==> config.mk <==
export PLATFORM = sky130hd
export DESIGN_NAME = chull_ctrl
export DESIGN_NICKNAME = d
export VERILOG_FILES = /design/src/rtl/core/chull_pkg.sv /design/src/rtl/core/chull_ctrl.sv
export SDC_FILE = /design/constraint.sdc
export NUM_CORES = 1
export LEC_CHECK = 0
export CAP_MARGIN = 40
export CORE_UTILIZATION = 55
export DETAILED_ROUTE_END_ITERATION = 6
export DONT_BUFFER_PORTS = 1
export PLACE_DENSITY = 0.72
export SLEW_MARGIN = 20
export SYNTH_ARGS = -nofsm -noshare
export SYNTH_HDL_FRONTEND = slang
export SYNTH_SLANG_ARGS = --single-unit
==> constraint.sdc <==
create_clock -name clk -period 4.55 [get_ports clk]
set_clock_uncertainty 0.15 [all_clocks]
set_input_delay 0 -clock clk [delete_from_list [all_inputs] [get_ports clk]]
set_output_delay 0 -clock clk [all_outputs]
set_load 0.01 [all_outputs]
==> src/rtl/core/chull_pkg.sv <==
// Shared types, constants and controller states of the convex hull core.
`timescale 1ns / 1ps
package chull_pkg;

  localparam int MAX_POINTS_DEF  = 32;
  localparam int COORD_WIDTH_DEF = 16;

  typedef enum logic [2:0] {
    S_IDLE,
    S_START,
    S_LOAD,
    S_MUL,
    S_CMP,
    S_SKIP,
    S_EMIT_RD,
    S_EMIT_PUT
  } state_t;

  // Commands from the controller to the datapath
  typedef struct packed {
    logic ins;      // accept one point request
    logic start;    // last point seen: latch set, clear accumulators
    logic load;     // take the next sorted point into the probe register
    logic upper;    // upper chain in progress
    logic skip;     // drop the rightmost point before the upper chain
    logic pop;      // pop the stack top
    logic push;     // push the probe point
    logic set_lim;  // latch the pop limit for the upper chain
    logic rd_emit;  // address the stack memory by the emit index
    logic emit;     // load one vertex into the output register
  } cmd_t;

  // Status from the datapath to the controller
  typedef struct packed {
    logic few;        // set holds one or two points
    logic pop_ok;     // stack deep enough and turn not strictly ccw
    logic out_free;   // output register can take a vertex
    logic emit_last;  // current emit index is the final vertex
  } status_t;

endpackage

==> src/rtl/core/chull_ctrl.sv <==
// Sequencer of the convex hull core: collect, chain passes, vertex emission.
`timescale 1ns / 1ps
module chull_ctrl #(
  parameter int MAX_POINTS = chull_pkg::MAX_POINTS_DEF,
  localparam int CNT_W = $clog2(MAX_POINTS + 1)
) (
  input  logic               clk,
  input  logic               rst,
  input  logic               s_tvalid,
  input  logic               s_tlast,
  output logic               s_tready,
  input  chull_pkg::status_t status,
  input  logic [CNT_W-1:0]   nset,
  output chull_pkg::cmd_t    cmd,
  output logic [CNT_W-1:0]   e
);
  import chull_pkg::*;

  state_t           state, state_next;
  logic [CNT_W-1:0] rem;
  logic             upper;
  logic             chain_end;

  assign chain_end = (rem == CNT_W'(1));

  // State register and loop counters
  always_ff @(posedge clk) begin
    if (rst) begin
      state <= S_IDLE;
      rem   <= '0;
      upper <= 1'b0;
      e     <= '0;
    end else begin
      state <= state_next;
      if (state == S_START) begin
        rem   <= nset;
        upper <= 1'b0;
        e     <= '0;
      end
      if (cmd.push) begin
        if (chain_end && !upper) begin
          upper <= 1'b1;
          rem   <= nset - CNT_W'(1);
        end else begin
          rem <= rem - CNT_W'(1);
        end
      end
      if (cmd.emit) begin
        e <= e + CNT_W'(1);
      end
    end
  end

  // Next state
  always_comb begin
    state_next = state;
    unique case (state)
      S_IDLE:     if (s_tvalid && s_tlast) state_next = S_START;
      S_START:    state_next = status.few ? S_EMIT_RD : S_LOAD;
      S_LOAD:     state_next = S_MUL;
      S_MUL:      state_next = S_CMP;
      S_CMP: begin
        if (status.pop_ok) state_next = S_MUL;
        else if (chain_end) state_next = upper ? S_EMIT_RD : S_SKIP;
        else state_next = S_LOAD;
      end
      S_SKIP:     state_next = S_LOAD;
      S_EMIT_RD:  state_next = S_EMIT_PUT;
      S_EMIT_PUT: begin
        if (status.out_free) state_next = status.emit_last ? S_IDLE : S_EMIT_RD;
      end
      default:    state_next = S_IDLE;
    endcase
  end

  // Commands
  always_comb begin
    s_tready    = (state == S_IDLE);
    cmd         = '0;
    cmd.ins     = (state == S_IDLE) && s_tvalid;
    cmd.start   = cmd.ins && s_tlast;
    cmd.load    = (state == S_LOAD);
    cmd.upper   = upper;
    cmd.skip    = (state == S_SKIP);
    cmd.pop     = (state == S_CMP) && status.pop_ok;
    cmd.push    = (state == S_CMP) && !status.pop_ok;
    cmd.set_lim = cmd.push && chain_end && !upper;
    cmd.rd_emit = (state == S_EMIT_RD) || (state == S_EMIT_PUT);
    cmd.emit    = (state == S_EMIT_PUT) && status.out_free;
  end

endmodule

======== Word-level counts from Yosys, hierarchy flattened ========
Cells that the tools add are included.
W data, S select, Z words.
cells by class
  add/sub/neg operators ................... 3
  eq/ne operators ......................... 10
  mux-type cells .......................... 16
  reductions and logical operators ........ 16
operators with widths
  operator               count
  $mux W6                5
  $pmux W3 S8            1
  $mux W3                6
  $eq A3 B3 Y1 const B   4
  $sub A6 B1 Y6 const B  2
  $logic_and A1 B1 Y1    9
  $add A6 B1 Y6 const B  1
  $eq A3 B2 Y1 const B   2
  $eq A6 B1 Y1 const B   1
  $reduce_bool A2 Y1     2
  $eq A3 B1 Y1 const B   1
  $logic_not A3 Y1       1
  $mux W1                3
  $logic_not A1 Y1       2
  $mux W2                1
  $ne A2 B1 Y1 const B   1
  $ne A2 B2 Y1 const B   1
  $reduce_and A2 Y1      1
  $logic_or A1 B1 Y1     1
storage, ports and cells
  flip-flop bits (word level) ............. 16
  bits of input ports ..................... 14
  output and inout port bits .............. 17
  word-level logic and storage cells ...... 49

======== Logic depth before layout (Yosys ltp) ========
  word-level depth ........................ 4
  mapped depth ............................ 7
  mapped depth without buffers ............ 6

======== Worst setup path after synthesis ========
Ideal clock, no wire load.
  kind .................................... reg-to-reg
  start point ............................. register rem[2]
  end point ............................... register rem[3]
  library setup time ...................... 0.134 ns
  arrival time ............................ 1.231 ns
  data required time ...................... 4.266 ns
  setup slack ............................. 3.034 ns
  cell stages (with the launch flop) ...... 7
  path buffers ............................ 1
  clock period less this slack ............ 1.516 ns
  cell sequence ........................... dfxtp_1 nor3_2 nand3_1 buf_4 and3_1 a21oi_1 a311oi_2
between the ends
  longest elaborated chain between the ends .. 4
  elaborated cells on any way between the ends .. 5
  those cells by class .................... add/sub (1); eq/ne (1); mux (2); reduce/logical (1)
RTL lines
  element                                                                line              RTL
  start, declared                                                        chull_ctrl.sv:20  logic [CNT_W-1:0] rem;
  start signal, assigned                                                 chull_ctrl.sv:36  rem <= nset;
  start signal, assigned                                                 chull_ctrl.sv:43  rem <= nset - CNT_W'(1);
  start signal, assigned                                                 chull_ctrl.sv:45  rem <= rem - CNT_W'(1);
  parallel branches: the longest is 2 deep, another holds $sub A6 B1 Y6  --
  $mux W6 *                                                              chull_ctrl.sv:41  if (chain_end && !upper) begin
  $mux W6 *                                                              chull_ctrl.sv:40  if (cmd.push) begin
Mark *: on every way between the ends.
A chain may end at the register's enable or synchronous reset.

======== Worst setup path after layout ========
  start point ............................. register state[2]
  end point ............................... register rem[3]
between the ends
  longest elaborated chain between the ends .. 3
  elaborated cells on any way between the ends .. 5
  those cells by class .................... eq/ne (2); mux (1); reduce/logical (2)
RTL lines
  element                                        line              RTL
  start, declared                                chull_ctrl.sv:19  state_t state, state_next;
  start signal, assigned                         chull_ctrl.sv:34  state <= state_next;
  $eq A3 B3 Y1                                   chull_ctrl.sv:86  cmd.push = (state == S_CMP) && !status.pop_ok;
  $logic_and A1 B1 Y1                            chull_ctrl.sv:86
  $mux W6 or $reduce_bool A2 Y1 (tied branches)  --
Several ways; a longest one is shown, not always the timed one.

==> results.sh <==
export IMPL_initial_utilization=0.610
export IMPL_end_kind="flop"
export IMPL_fin_tns_setup_ps=0
export IMPL_synth_main_ff_cell="dfxtp_1"
export IMPL_synthCells=142
export IMPL_slowest_delay_ps=570
export IMPL_drv_cap=0
export IMPL_cts_setup_buffers=0
export IMPL_synth_edf_count=0
export IMPL_port_buffers=0
export IMPL_ioPinCount=31
export IMPL_vdd_drop_max_mv=0.382
export IMPL_root_buffer="clkbuf_4"
export IMPL_cts_tree="yes"
export IMPL_p_leak_nw=0.502
export IMPL_placementRows=15
export IMPL_clock_sinks=16
export IMPL_wl_um=2520
export IMPL_setup_violations=0
export IMPL_slew_viol_final=0
export IMPL_hpwl_um=1670
export IMPL_cp_data_required_time_ps=4640
export IMPL_antenna_found_initial=0
export IMPL_yosysMostFrequentCell="nor2_1"
export IMPL_fin_nets=175
export IMPL_clk_pin_slew_worst_paths_ps=100
export IMPL_h_tree_depth=1
export IMPL_fin_crit_sh=0.553
export IMPL_synth_area_top_cells="dfxtp_1, nor2_1, a21oi_1, ha_1, nand2_1"
export IMPL_antenna_cells=0
export IMPL_synth_area_mm2=0.00110
export IMPL_maxClockFrequency_mhz=397
export IMPL_worstSetupPathType="reg2reg"
export IMPL_final_antenna_net_count=0
export IMPL_drive_above_1_share=0.0769
export IMPL_syn_num_nets=160
export IMPL_insertion_delay_ps=290
export IMPL_cp_cell_sequence="nand2b_1, or2_4, a21oi_1, nor2_1, a311oi_2, dlygate4sd3_1"
export IMPL_viasPerCell=5.86
export IMPL_synth_seq_cells=16
export IMPL_crit_path_max_fanout=12
export IMPL_first_pass_iters=4
export IMPL_fin_cells=181
export IMPL_ys_seq_area_frac=0.291
export IMPL_r2r_cells=6
export IMPL_syn_mean_instance_area_um2=7.75
export IMPL_vias=1060
export IMPL_synth_warnings=0
export IMPL_place_inst=161
export IMPL_fin_crit_ps=2520
export IMPL_core_mm2=0.00180
export IMPL_ys_types=45
export IMPL_clk_path_buf_depth=2
export IMPL_grt_max_degree=16
export IMPL_synth_top_cell_area_share=0.291
export IMPL_numCtsBuffers=3
export IMPL_die_w_um=46.7
export IMPL_rsz0062_at_grt="no"
export IMPL_critPathLaunchType="flop"
export IMPL_p_per_area_mw_per_mm2=405
export IMPL_grt_pass1_wl_um=4110
export IMPL_syn_to_final_growth_pct=17.4
export IMPL_hp_class="in2out"
export IMPL_gp_congestion=0.879
export IMPL_slew_headroom=0.564
export IMPL_grt_pass1_vias=956
export IMPL_wl_per_cell_um=13.9
export IMPL_hold_violations=0
export IMPL_status="completed"
export IMPL_crit_path_top_delay_cell="dfxtp_1"
export IMPL_die_h_um=46.7
export IMPL_grt_ovfl_total=0
export IMPL_synth_common_cells="nor2_1, dfxtp_1, nand2_1"
export IMPL_first_iter_violations=29
export IMPL_tightest_slew_ps=649
export IMPL_ys_async_sr_fraction=0
export IMPL_synth_top_area_cell="dfxtp_1"
export IMPL_die_area_mm2=0.00218
export IMPL_drc=0
export IMPL_worstHoldPathCells=1
export IMPL_grt_use_total=0.267
export IMPL_cp_arrival_ps=2610
report_power, final:
part | internal [mW] | switching [mW] | leakage [nW]
clock | 0.0487 | 0.0476 | 0.0210
combinational | 0.101 | 0.120 | 0.350
sequential | 0.162 | 0.0427 | 0.130
kinds of logic (layout without fill, tap and decap cells):
| group | count (synthesis) | after routing | synth area share |
|---|---|---|---|
| AO/OA/AOI/OAI | 33 | 33 | 0.199 |
| XOR/XNOR | 8 | 8 | 0.0637 |
| adder cells (fa/ha/maj) | 4 | 4 | 0.0455 |
| buffers and inverters | 15 | 29 | 0.0683 |
| flip-flops | 16 | 16 | 0.291 |
| multiplexers | 3 | 3 | 0.0284 |
| AND/OR/NAND/NOR | 63 | 63 | 0.304 |
metal layers:
| layer | routed length [um] | global-route usage |
|---|---|---|
| met3 | 118 | 0.0627 |
| met1 | 1180 | 0.362 |
| met4 | 12 | 0.0971 |
| met2 | 1210 | 0.411 |
| met5 | 0 | 0 |
placed cells by master, fill, tap and decap left out, types with 2 or more instances in the layout:
cell,n
nor2_1,17
dfxtp_1,16
dlygate4sd3_1,16
nand2_1,13
a21oi_1,10
inv_1,7
o21ai_0,7
nand3_1,6
nor3_1,5
xnor2_1,5
nand2b_1,4
a211oi_1,4
ha_1,4
and3_1,3
xor2_1,3
clkbuf_4,3
and2_1,2
mux2i_1,2
nand4_1,2
o221ai_1,2
repair_timing:
action	CTS	global route
endpoints found under the hold margin	17	0
gates resized for setup	0	0
hold buffers	16	0
registers in the layout, indices dropped and copies added (netlist names):
| signal | cells |
|---|---|
| upper | 1 |
| rem | 6 |
| state | 3 |
| e | 6 |
per-stage QoR:
stage / utilization / hold slack, ps / total power, mW / cell area, um^2 / setup slack, ps
CTS: 0.717 / 1.57 / 0.520 / 1290 / 2100
global route: 0.717 / 4.40 / 0.562 / 1290 / 1800
finish: 0.717 / 0.377 / 0.522 / 1290 / 2030
global placement: 0.608 / -79.6 / 0.402 / 1090 / 2700
floorplan: - / -82.1 / 0.373 / 1100 / 3030
detailed placement: 0.608 / -78.1 / 0.403 / 1090 / 2650
final cells by class:
cell class                      instances  area, um^2
Multi-Input combinational cell        111         704
Tap cell                               25        31.3
Sequential cell                        16         320
Timing Repair Buffer                   16         160
Inverter                                9        38.8
Clock buffer                            4        36.3
Fill cell                             165         510
worst paths after layout:
kind	from	end	slack, ps
min	s_tvalid	cmd[9]	0.4
min reg2reg	e[4]	e[4]	400
max	state[2]	rem[3]	2030
max reg2reg	state[2]	rem[3]	2030
worst max-delay path, delay by kind of cell (launching register included):
family / cells / cell delay (ps)
buffers and inverters: 1 / 560
AO/OA/AOI/OAI: 2 / 630
AND/OR/NAND/NOR: 3 / 550
flip-flops: 1 / 570
(Power assumes the default switching activity.)
